File: config.mk
export PLATFORM = sky130hd
export DESIGN_NAME = xlsb_metadata_part_scanner
export DESIGN_NICKNAME = d
export VERILOG_FILES = /design/src/rtl/xmps_pkg.sv /design/src/rtl/xlsb_metadata_part_scanner.sv /design/src/rtl/xmps_fifo.sv /design/src/rtl/xmps_front.sv /design/src/rtl/xmps_back.sv
export SDC_FILE = /design/constraint.sdc
export NUM_CORES = 1
export LEC_CHECK = 0
export BUFFER_PORTS_ARGS = -buffer_cell sky130_fd_sc_hd__buf_2
export CAP_MARGIN = 20
export CORE_ASPECT_RATIO = 1.1
export CORE_MARGIN = 3
export CORE_UTILIZATION = 40
export DETAILED_ROUTE_END_ITERATION = 10
export SYNTH_ARGS = -nofsm -noshare
export SYNTH_HDL_FRONTEND = slang
export SYNTH_SLANG_ARGS = --single-unit
export TNS_END_PERCENT = 5
File: constraint.sdc
create_clock -name clk_i -period 15.09 [get_ports clk_i]
set_clock_uncertainty 0.15 [all_clocks]
set_input_delay 1.509 -clock clk_i [delete_from_list [all_inputs] [get_ports clk_i]]
set_output_delay 1.509 -clock clk_i [all_outputs]
set_load 0.005 [all_outputs]
File: src/rtl/xmps_pkg.sv
package xmps_pkg;

  localparam logic [1:0] REQ_HEADER = 2'd0;
  localparam logic [1:0] REQ_BYTE   = 2'd1;
  localparam logic [1:0] REQ_END    = 2'd2;

  localparam logic [1:0] STATUS_COMPLETE   = 2'd0;
  localparam logic [1:0] STATUS_FAILED     = 2'd1;
  localparam logic [1:0] STATUS_INCOMPLETE = 2'd2;

  localparam logic [15:0] ID_BEGIN_PART  = 16'd332;
  localparam logic [15:0] ID_END_PART    = 16'd333;
  localparam logic [15:0] ID_BEGIN_TYPES = 16'd334;
  localparam logic [15:0] ID_TYPE_DECL   = 16'd335;
  localparam logic [15:0] ID_END_TYPES   = 16'd336;
  localparam logic [15:0] ID_BEGIN_CELLS = 16'd337;
  localparam logic [15:0] ID_END_CELLS   = 16'd338;
  localparam logic [15:0] ID_CELL_ENTRY  = 16'd51;

  localparam int FL_PART_OPEN    = 0;
  localparam int FL_PART_CLOSED  = 1;
  localparam int FL_IN_TYPES     = 2;
  localparam int FL_TYPES_CLOSED = 3;
  localparam int FL_IN_CELLS     = 4;
  localparam int FL_CELLS_CLOSED = 5;

  localparam logic [27:0] NAME_START  = 28'd12;
  localparam logic [27:0] COUNT_LAST  = 28'd11;
  localparam logic [27:0] FLAGS_BYTES = 28'd8;
  localparam logic [27:0] ENTRY_HDR   = 28'd4;
  localparam logic [31:0] NAME_LEN    = 32'd6;

  typedef struct packed {
    logic [1:0]  req_type;
    logic [15:0] record_type;
    logic [27:0] payload_len;
    logic [7:0]  data_byte;
  } req_t;

  typedef struct packed {
    logic [31:0] cell_meta_index;
    logic [1:0]  scan_status;
  } res_t;

  typedef enum logic [1:0] {
    OP_HEADER,
    OP_BYTE,
    OP_END
  } op_e;

  typedef enum logic [3:0] {
    REC_OTHER,
    REC_BEGIN_PART,
    REC_END_PART,
    REC_BEGIN_TYPES,
    REC_TYPE_DECL,
    REC_END_TYPES,
    REC_BEGIN_CELLS,
    REC_END_CELLS,
    REC_CELL_ENTRY
  } rec_e;

  typedef enum logic [1:0] {
    KIND_SKIP,
    KIND_TYPE,
    KIND_ENTRY
  } kind_e;

  typedef struct packed {
    op_e         op;
    rec_e        rec;
    logic        len_zero;
    logic [27:0] payload_len;
    logic [7:0]  data_byte;
  } cmd_t;

  function automatic logic [7:0] name_char(logic [2:0] k);
    logic [7:0] c;
    case (k)
      3'd0: c = 8'h58;
      3'd1: c = 8'h4C;
      3'd2: c = 8'h44;
      3'd3: c = 8'h41;
      3'd4: c = 8'h50;
      3'd5: c = 8'h52;
      default: c = 8'h00;
    endcase
    return c;
  endfunction

endpackage

File: src/rtl/xlsb_metadata_part_scanner.sv
// Metadata-part scanner. Input transactions carry one request each: a record
// header (type and payload length), one payload byte, or an end of buffer.
// Push a transaction with push while full is low; request code 3 is taken
// and dropped. Each end transaction yields exactly one result transaction
// (matching cell-metadata entry index and scan status), read from the result
// side while empty is low and taken with pop. All other requests yield none.
// The block takes one transaction every cycle while full is low. The scanner
// executes a transaction once it reaches the head of the command queue, and
// an end transaction's result is registered in the result queue first.
// The command queue decouples intake from the scanner and the result queue
// decouples the scanner from the reader. When the reader stalls, the scanner
// keeps executing headers and bytes and only holds at an end transaction
// while the result queue is full; full rises once the command queue fills.
// Reset empties both queues and clears all framing flags, counters and
// findings, so the first transaction after reset starts a fresh scan.
module xlsb_metadata_part_scanner import xmps_pkg::*; #(
  parameter int unsigned CMD_DEPTH = 4,
  parameter int unsigned RES_DEPTH = 2
) (
  input  logic clk_i,
  input  logic rst_ni,
  input  logic push,
  input  req_t req_i,
  output logic full,
  output logic empty,
  input  logic pop,
  output res_t res_o
);

  cmd_t cmd_in, cmd_out;
  logic cmd_push, cmd_empty, cmd_pop;
  logic res_push, res_full;
  res_t res_in;

  xmps_front u_front (
    .req_i      (req_i),
    .push_i     (push),
    .cmd_o      (cmd_in),
    .cmd_push_o (cmd_push)
  );

  xmps_fifo #(
    .DEPTH (CMD_DEPTH),
    .T     (cmd_t)
  ) u_cmd_queue (
    .clk_i   (clk_i),
    .rst_ni  (rst_ni),
    .push_i  (cmd_push),
    .data_i  (cmd_in),
    .full_o  (full),
    .pop_i   (cmd_pop),
    .data_o  (cmd_out),
    .empty_o (cmd_empty)
  );

  xmps_back u_back (
    .clk_i       (clk_i),
    .rst_ni      (rst_ni),
    .cmd_i       (cmd_out),
    .cmd_empty_i (cmd_empty),
    .cmd_pop_o   (cmd_pop),
    .res_full_i  (res_full),
    .res_push_o  (res_push),
    .res_o       (res_in)
  );

  xmps_fifo #(
    .DEPTH (RES_DEPTH),
    .T     (res_t)
  ) u_res_queue (
    .clk_i   (clk_i),
    .rst_ni  (rst_ni),
    .push_i  (res_push),
    .data_i  (res_in),
    .full_o  (res_full),
    .pop_i   (pop),
    .data_o  (res_o),
    .empty_o (empty)
  );

endmodule

File: src/rtl/xmps_fifo.sv
module xmps_fifo #(
  parameter int unsigned DEPTH = 2,
  parameter type T = logic
) (
  input  logic clk_i,
  input  logic rst_ni,
  input  logic push_i,
  input  T     data_i,
  output logic full_o,
  input  logic pop_i,
  output T     data_o,
  output logic empty_o
);

  localparam int AW = $clog2(DEPTH);
  localparam int CW = $clog2(DEPTH + 1);

  T               mem_q [DEPTH];
  logic [AW-1:0]  wr_ptr_q, wr_ptr_d;
  logic [AW-1:0]  rd_ptr_q, rd_ptr_d;
  logic [CW-1:0]  cnt_q, cnt_d;
  logic           push_ok, pop_ok;

  assign full_o  = (cnt_q == CW'(DEPTH));
  assign empty_o = (cnt_q == '0);
  assign push_ok = push_i && !full_o;
  assign pop_ok  = pop_i && !empty_o;
  assign data_o  = mem_q[rd_ptr_q];

  always_comb begin
    wr_ptr_d = wr_ptr_q;
    rd_ptr_d = rd_ptr_q;
    cnt_d    = cnt_q;
    if (push_ok) begin
      wr_ptr_d = (wr_ptr_q == AW'(DEPTH - 1)) ? '0 : wr_ptr_q + 1'b1;
    end
    if (pop_ok) begin
      rd_ptr_d = (rd_ptr_q == AW'(DEPTH - 1)) ? '0 : rd_ptr_q + 1'b1;
    end
    if (push_ok && !pop_ok) begin
      cnt_d = cnt_q + 1'b1;
    end else if (pop_ok && !push_ok) begin
      cnt_d = cnt_q - 1'b1;
    end
  end

  always_ff @(posedge clk_i or negedge rst_ni) begin
    if (!rst_ni) begin
      wr_ptr_q <= '0;
      rd_ptr_q <= '0;
      cnt_q    <= '0;
    end else begin
      wr_ptr_q <= wr_ptr_d;
      rd_ptr_q <= rd_ptr_d;
      cnt_q    <= cnt_d;
    end
  end

  always_ff @(posedge clk_i) begin
    if (push_ok) begin
      mem_q[wr_ptr_q] <= data_i;
    end
  end

  assert property (@(posedge clk_i) disable iff (!rst_ni) cnt_q <= CW'(DEPTH))
    else $error("Queue occupancy exceeds its depth.");

  assert property (@(posedge clk_i) disable iff (!rst_ni)
    (push_ok && !pop_ok) |=> (cnt_q == $past(cnt_q) + 1'b1))
    else $error("Queue occupancy did not grow on a lone write.");

  assert property (@(posedge clk_i) disable iff (!rst_ni)
    (pop_ok && !push_ok) |=> (cnt_q == $past(cnt_q) - 1'b1))
    else $error("Queue occupancy did not shrink on a lone read.");

endmodule

File: src/rtl/xmps_front.sv
module xmps_front import xmps_pkg::*; (
  input  req_t req_i,
  input  logic push_i,
  output cmd_t cmd_o,
  output logic cmd_push_o
);

  always_comb begin
    cmd_o.payload_len = req_i.payload_len;
    cmd_o.data_byte   = req_i.data_byte;
    cmd_o.len_zero    = (req_i.payload_len == '0);
    cmd_push_o        = push_i;
    case (req_i.req_type)
      REQ_HEADER: cmd_o.op = OP_HEADER;
      REQ_BYTE:   cmd_o.op = OP_BYTE;
      REQ_END:    cmd_o.op = OP_END;
      default: begin
        cmd_o.op   = OP_END;
        cmd_push_o = 1'b0;
      end
    endcase
    case (req_i.record_type)
      ID_BEGIN_PART:  cmd_o.rec = REC_BEGIN_PART;
      ID_END_PART:    cmd_o.rec = REC_END_PART;
      ID_BEGIN_TYPES: cmd_o.rec = REC_BEGIN_TYPES;
      ID_TYPE_DECL:   cmd_o.rec = REC_TYPE_DECL;
      ID_END_TYPES:   cmd_o.rec = REC_END_TYPES;
      ID_BEGIN_CELLS: cmd_o.rec = REC_BEGIN_CELLS;
      ID_END_CELLS:   cmd_o.rec = REC_END_CELLS;
      ID_CELL_ENTRY:  cmd_o.rec = REC_CELL_ENTRY;
      default:        cmd_o.rec = REC_OTHER;
    endcase
  end

endmodule

File: src/rtl/xmps_back.sv
module xmps_back import xmps_pkg::*; (
  input  logic clk_i,
  input  logic rst_ni,
  input  cmd_t cmd_i,
  input  logic cmd_empty_i,
  output logic cmd_pop_o,
  input  logic res_full_i,
  output logic res_push_o,
  output res_t res_o
);

  logic [5:0]  flags_q, flags_d;
  logic        failed_q, failed_d;
  logic [31:0] type_cnt_q, type_cnt_d;
  logic [31:0] entry_cnt_q, entry_cnt_d;
  logic [31:0] found_type_q, found_type_d;
  logic [31:0] found_entry_q, found_entry_d;
  kind_e       kind_q, kind_d;
  logic [27:0] left_q, left_d;
  logic [27:0] pos_q, pos_d;
  logic [31:0] acc_q, acc_d;
  logic [31:0] count_q, count_d;
  logic        match_q, match_d;

  logic [31:0] acc_next;
  logic [27:0] q;
  logic [7:0]  want;
  logic        early;
  logic        check;
  logic        framed;

  assign framed = flags_q[FL_PART_OPEN] && flags_q[FL_PART_CLOSED] &&
                  flags_q[FL_TYPES_CLOSED] && flags_q[FL_CELLS_CLOSED] &&
                  !flags_q[FL_IN_TYPES] && !flags_q[FL_IN_CELLS];

  always_comb begin
    flags_d       = flags_q;
    failed_d      = failed_q;
    type_cnt_d    = type_cnt_q;
    entry_cnt_d   = entry_cnt_q;
    found_type_d  = found_type_q;
    found_entry_d = found_entry_q;
    kind_d        = kind_q;
    left_d        = left_q;
    pos_d         = pos_q;
    acc_d         = acc_q;
    count_d       = count_q;
    match_d       = match_q;
    acc_next      = {cmd_i.data_byte, acc_q[31:8]};
    q             = '0;
    want          = '0;
    early         = 1'b0;
    check         = 1'b0;
    res_push_o    = 1'b0;
    res_o.cell_meta_index = '0;
    res_o.scan_status     = STATUS_INCOMPLETE;
    cmd_pop_o = !cmd_empty_i && (cmd_i.op != OP_END || !res_full_i);

    if (cmd_pop_o) begin
      case (cmd_i.op)
        OP_HEADER: begin
          if (!failed_q) begin
            if (left_q != '0) begin
              failed_d = 1'b1;
            end else begin
              kind_d  = KIND_SKIP;
              pos_d   = '0;
              count_d = '0;
              match_d = 1'b1;
              case (cmd_i.rec)
                REC_BEGIN_PART:  flags_d[FL_PART_OPEN] = 1'b1;
                REC_END_PART:    flags_d[FL_PART_CLOSED] = 1'b1;
                REC_BEGIN_TYPES: flags_d[FL_IN_TYPES] = 1'b1;
                REC_END_TYPES: begin
                  flags_d[FL_IN_TYPES]     = 1'b0;
                  flags_d[FL_TYPES_CLOSED] = 1'b1;
                end
                REC_BEGIN_CELLS: begin
                  if (!flags_q[FL_TYPES_CLOSED]) begin
                    early = 1'b1;
                  end else begin
                    flags_d[FL_IN_CELLS] = 1'b1;
                  end
                end
                REC_END_CELLS: begin
                  flags_d[FL_IN_CELLS]     = 1'b0;
                  flags_d[FL_CELLS_CLOSED] = 1'b1;
                end
                REC_TYPE_DECL: begin
                  if (flags_q[FL_IN_TYPES]) begin
                    type_cnt_d = type_cnt_q + 1'b1;
                    kind_d     = KIND_TYPE;
                  end
                end
                REC_CELL_ENTRY: begin
                  if (flags_q[FL_IN_CELLS]) begin
                    entry_cnt_d = entry_cnt_q + 1'b1;
                    kind_d      = KIND_ENTRY;
                  end
                end
                default: begin
                end
              endcase
              if (early || (cmd_i.len_zero && kind_d != KIND_SKIP)) begin
                failed_d = 1'b1;
              end else begin
                left_d = cmd_i.payload_len;
              end
            end
          end
        end
        OP_BYTE: begin
          if (!failed_q) begin
            if (left_q == '0) begin
              failed_d = 1'b1;
            end else begin
              case (kind_q)
                KIND_TYPE: begin
                  if (pos_q >= FLAGS_BYTES) begin
                    if (pos_q < NAME_START) begin
                      acc_d = acc_next;
                      if (pos_q == COUNT_LAST) begin
                        count_d = acc_next;
                        match_d = (acc_next == NAME_LEN);
                        check   = 1'b1;
                      end
                    end else begin
                      q     = pos_q - NAME_START;
                      want  = q[0] ? 8'h00 : name_char(q[3:1]);
                      check = 1'b1;
                      if (match_q && (q >= NAME_START || cmd_i.data_byte != want)) begin
                        match_d = 1'b0;
                      end
                    end
                    if (check && ({5'b0, pos_q - COUNT_LAST} == {count_d, 1'b0})) begin
                      if (match_d && found_type_q == '0) begin
                        found_type_d = type_cnt_q;
                      end
                      kind_d = KIND_SKIP;
                    end
                  end
                end
                KIND_ENTRY: begin
                  acc_d = acc_next;
                  if (pos_q < ENTRY_HDR) begin
                    if (pos_q == ENTRY_HDR - 1'b1) begin
                      count_d = acc_next;
                      if (acc_next == '0) begin
                        kind_d = KIND_SKIP;
                      end
                    end
                  end else begin
                    q = pos_q - ENTRY_HDR;
                    if (q[2:0] == 3'd3) begin
                      if (found_entry_q == '0 && found_type_q != '0 &&
                          acc_next == found_type_q) begin
                        found_entry_d = entry_cnt_q;
                      end
                    end else if (q[2:0] == 3'd7) begin
                      if (32'(q[27:3]) + 32'd1 == count_q) begin
                        kind_d = KIND_SKIP;
                      end
                    end
                  end
                end
                default: begin
                end
              endcase
              pos_d  = pos_q + 1'b1;
              left_d = left_q - 1'b1;
              if (left_d == '0 && kind_d != KIND_SKIP) begin
                failed_d = 1'b1;
              end
            end
          end
        end
        OP_END: begin
          res_push_o = 1'b1;
          if (failed_q || left_q != '0) begin
            res_o.scan_status = STATUS_FAILED;
          end else if (framed) begin
            res_o.cell_meta_index = found_entry_q;
            res_o.scan_status     = STATUS_COMPLETE;
          end
          flags_d       = '0;
          failed_d      = 1'b0;
          type_cnt_d    = '0;
          entry_cnt_d   = '0;
          found_type_d  = '0;
          found_entry_d = '0;
          kind_d        = KIND_SKIP;
          left_d        = '0;
          pos_d         = '0;
          count_d       = '0;
          match_d       = 1'b1;
        end
        default: begin
        end
      endcase
    end
  end

  always_ff @(posedge clk_i or negedge rst_ni) begin
    if (!rst_ni) begin
      flags_q       <= '0;
      failed_q      <= 1'b0;
      type_cnt_q    <= '0;
      entry_cnt_q   <= '0;
      found_type_q  <= '0;
      found_entry_q <= '0;
      kind_q        <= KIND_SKIP;
      left_q        <= '0;
      pos_q         <= '0;
      count_q       <= '0;
      match_q       <= 1'b1;
    end else begin
      flags_q       <= flags_d;
      failed_q      <= failed_d;
      type_cnt_q    <= type_cnt_d;
      entry_cnt_q   <= entry_cnt_d;
      found_type_q  <= found_type_d;
      found_entry_q <= found_entry_d;
      kind_q        <= kind_d;
      left_q        <= left_d;
      pos_q         <= pos_d;
      count_q       <= count_d;
      match_q       <= match_d;
    end
  end

  always_ff @(posedge clk_i) begin
    acc_q <= acc_d;
  end

  assert property (@(posedge clk_i) disable iff (!rst_ni)
    (found_entry_q != '0) |-> (found_type_q != '0))
    else $error("An entry was matched before the wanted type was found.");

  assert property (@(posedge clk_i) disable iff (!rst_ni)
    (kind_q != KIND_SKIP && !failed_q) |-> (left_q != '0))
    else $error("A record is still being decoded with no payload owed.");

  assert property (@(posedge clk_i) disable iff (!rst_ni)
    res_push_o |=> (flags_q == '0 && !failed_q && left_q == '0))
    else $error("The scan state was not cleared after a result.");

  assert property (@(posedge clk_i) disable iff (!rst_ni)
    (res_push_o && res_o.scan_status != STATUS_COMPLETE) |-> (res_o.cell_meta_index == '0))
    else $error("A failed or incomplete scan reported a nonzero index.");

endmodule
==> summary.md <==
| Metric | Value |
|---|---|
| Max cap viols | 0 |
| Final worst-path cycle share | 0.3703 |
| Num CTS Buffers | 52 |
| Initial antenna violation count | 5 |
| Final-report hold violation count | 0 |
| First drt pass iteration count | 7 |
| Register area | around 14,000 um2 |
| Critical path class | flop to flop |
| Crit end category | flop |
| Post-DRT Antenna Nets | 0 |
| Initial core utilization | 0.4053 |
| Layout fillers | around 5,800 |
| Routability Congestion | ~0.93 |
| Yosys warns | 0 |
| Worst hold slack | ~0.34 ns |
| H-tree level count | 2 |
| WL final | 66,610 um |
| Multi-input gate area | 11,340 um2 |
| Req. time, crit path | about 15 ns |
| Mapped cell area | 25,870 um2 |
| # hold bufs at CTS | 0 |
| Fmax | approximately 180 MHz |
| Pins Over Slew Limit | 0 |
| Total Routing Usage GR | 0.1936 |
| CP arrival | ~6 ns |
| Vias in the first global route | approximately 18,000 |
| Worst skew pair latency | between 0.6 and 0.7 ns |
| Final setup vio count | 0 |
| Status | completed |
| Setup Buffers After CTS | 0 |
| Seq/Total Area, Yosys | 0.5357 |
| Finished Core Util | 0.4576 |
| Root Driver | clkbuf_16 |
| Clock slew at reported path FFs | approximately 0.060 ns |
| EDFF count, synth | roughly 260 |
| Ports | 94 |
| R2R Setup Slk | ~9.5 ns |
| CTS resizes | 0 |
| Full die area | roughly 68,000 um2 |
| Power density over cell area | 174.9 nW/um2 |
| Share of cells above drive strength 1 | 0.1738 |
| FF-to-FF Start | u_cmd_queue.rd_ptr_q[0] |
| Detailed-route vias per instance | between 5 and 6 |
| Hold EP | u_back.flags_q[5] |
| TritonCTS clock tree | yes |
| RSZ-0062 raised after global routing | no |
| Clock sink count | 501 |
| Hold path start | u_back.flags_q[5] |
| Total negative slack | 0 ns |
| Nets | roughly 2,400 |
| Top_reg_cell synth | edfxtp_1 |
| Final min period | 5.587 ns |
| Hold Crit Depth | 2 |
| Place WS | between 9 and 10 ns |
| Total power | between 5 and 6 mW |
| First-pass GRT wire length | 105,500 um |
| Iteration-0 DRC Markers | between 1,500 and 2,000 |
| Static Leakage | between 10 and 15 nW |
| Max-slew headroom | 0.3256 |
| Crit Reg-Reg Endpoint | u_back.pos_q[24] |
| Core area | 63,840 um2 |
| Post-route DRC | 0 |
| Worst-Margin Slew | around 1 ns |
| Unique masters post-synth | between 80 and 90 |
| Post-Syn Nets | roughly 2,400 |
| Dpl hpwl | 46,250 um |
| Mapped Cells | approximately 2,300 |
| Hold Path Class | flop to flop |
| Clk buf depth | 3 |
| Yosys reg bits | between 500 and 600 |
| Final worst slack | approximately 9.5 ns |
| Asr flop ratio synth | 0.4731 |
| Critical path origin | u_cmd_queue.rd_ptr_q[0] |
| Die height | between 200 and 300 um |
| Wire length per cell | 20.74 um |
| Startpoint Class | flop |
| FF-to-FF path depth | 13 |
| Syn Area/Cell | between 10 and 15 um2 |
| Layout area overhead | 12.93% |
| Via count | between 15,000 and 20,000 |
| Largest net degree at the start of global routing | between 100 and 150 |
| Cell Rows | 97 |
| Die width | between 200 and 250 um |
| Maximum vdd ir drop | about 0.11 mV |
| Overflow after GRT | 0 |
| Worst-path maximum fanout | 48 |
| Port buffer count | 93 |
==> how the worst max path moves through the flow <==
stage	end	slack (ns)
2_1_floorplan	u_back.acc_q[10]	8.93
3_3_place_gp	u_back.count_q[17]	9.30
3_5_place_dp	u_back.found_type_q[6]	9.40
4_1_cts	u_back.count_q[4]	9.39
5_1_grt	u_back.pos_q[26]	9.11
6_report	u_back.pos_q[24]	9.50
==> through the flow <==
stage | instance area (um2) | instances
after detailed placement | 27150 | 3108
after global routing | 29210 | 3211
after CTS | 29070 | 3205
final | 29220 | 3212
after floorplan | 25870 | 2269
after global placement | 27140 | 3107
==> Yosys cell counts, types with 45 or more instances <==
cell type,number,area (um2)
a21oi_1,79,395.4
xor2_1,110,963.4
nand3_1,60,300.3
xnor2_1,113,989.7
and3_1,59,369.1
nor4_1,74,462.9
edfxtp_1,264,7928
clkbuf_1,95,356.6
dfrtp_1,236,5906
nor2b_1,68,425.4
inv_1,45,168.9
nor3_1,57,285.3
nor2_1,173,649.4
nand2_1,166,623.1
nand4_1,47,294.0
o21ai_0,138,690.7
==> cell families after synthesis <==
kind of cell	share of synthesized area
xor+xnor	0.07636
mux	0.08517
fa+ha+maj	0.01432
compound gates	0.09073
simple gates	0.1698
flops	0.5357
buf+inv	0.02791
==> layer usage <==
metal / routed length (um) / global-route usage / vias up
li1: - / - / 8501
met1: 28690 / 0.2575 / 9070
met2: 32780 / 0.3275 / 488
met3: 3150 / 0.02941 / 135
met4: 1920 / 0.06022 / 8
met5: 74 / 0 / -
==> final cells by class <==
type	count	share of cell area
flip-flops and latches	501	0.4745
multi-input cells	1595	0.3882
clock buffers	66	0.04985
well taps	841	0.03602
repair buffers	132	0.02998
clock inverters	31	0.01563
inverters	45	0.005782
diodes	1	0.00008565
==> where the power goes <==
group | internal (mW) | switching, mW | total (mW)
Clock | 0.858 | 0.547 | 1.40
Combinational | 0.721 | 1.11 | 1.83
Sequential | 1.69 | 0.186 | 1.88
Total | 3.27 | 1.84 | 5.11
==> flip-flops by register name, summed over array words and instances, names as in the netlist, 2 cells and up <==
signal,cells
u_back.type_cnt_q,32
u_back.entry_cnt_q,32
u_res_queue.mem_q,68
u_res_queue.cnt_q,2
u_cmd_queue.cnt_q,3
u_back.acc_q,24
u_back.found_type_q,32
u_cmd_queue.wr_ptr_q,2
u_back.kind_q,2
u_cmd_queue.rd_ptr_q,2
u_back.left_q,28
u_back.pos_q,28
u_back.flags_q,6
u_cmd_queue.mem_q,172
u_back.found_entry_q,32
u_back.count_q,32
==> layout by cell type, fill, tap and decap left out, types with 56 or more instances in the layout <==
master and n:
dfrtp_1 234, and3_1 59, nand3_1 60, a21oi_1 78, o21ai_0 138, nor3_1 56, nor2b_1 68, xor2_1 110
nand2_1 166, nor4_1 72, edfxtp_1 264, nor2_1 169, xnor2_1 113, buf_2 92
==> critical path: stages, from the launching register on <==
cell and delay (ns):
dfrtp_2 0.34, buf_4 0.70, mux4_2 0.64, ha_2 0.19, buf_4 0.28, nand3b_1 0.16
o31a_1 0.35, inv_1 0.31, nor2_1 0.26, nand2b_1 0.31, or4b_1 0.74, or3_1 0.53
or3_1 0.38, a21oi_1 0.15
(Power assumes the default switching activity.)
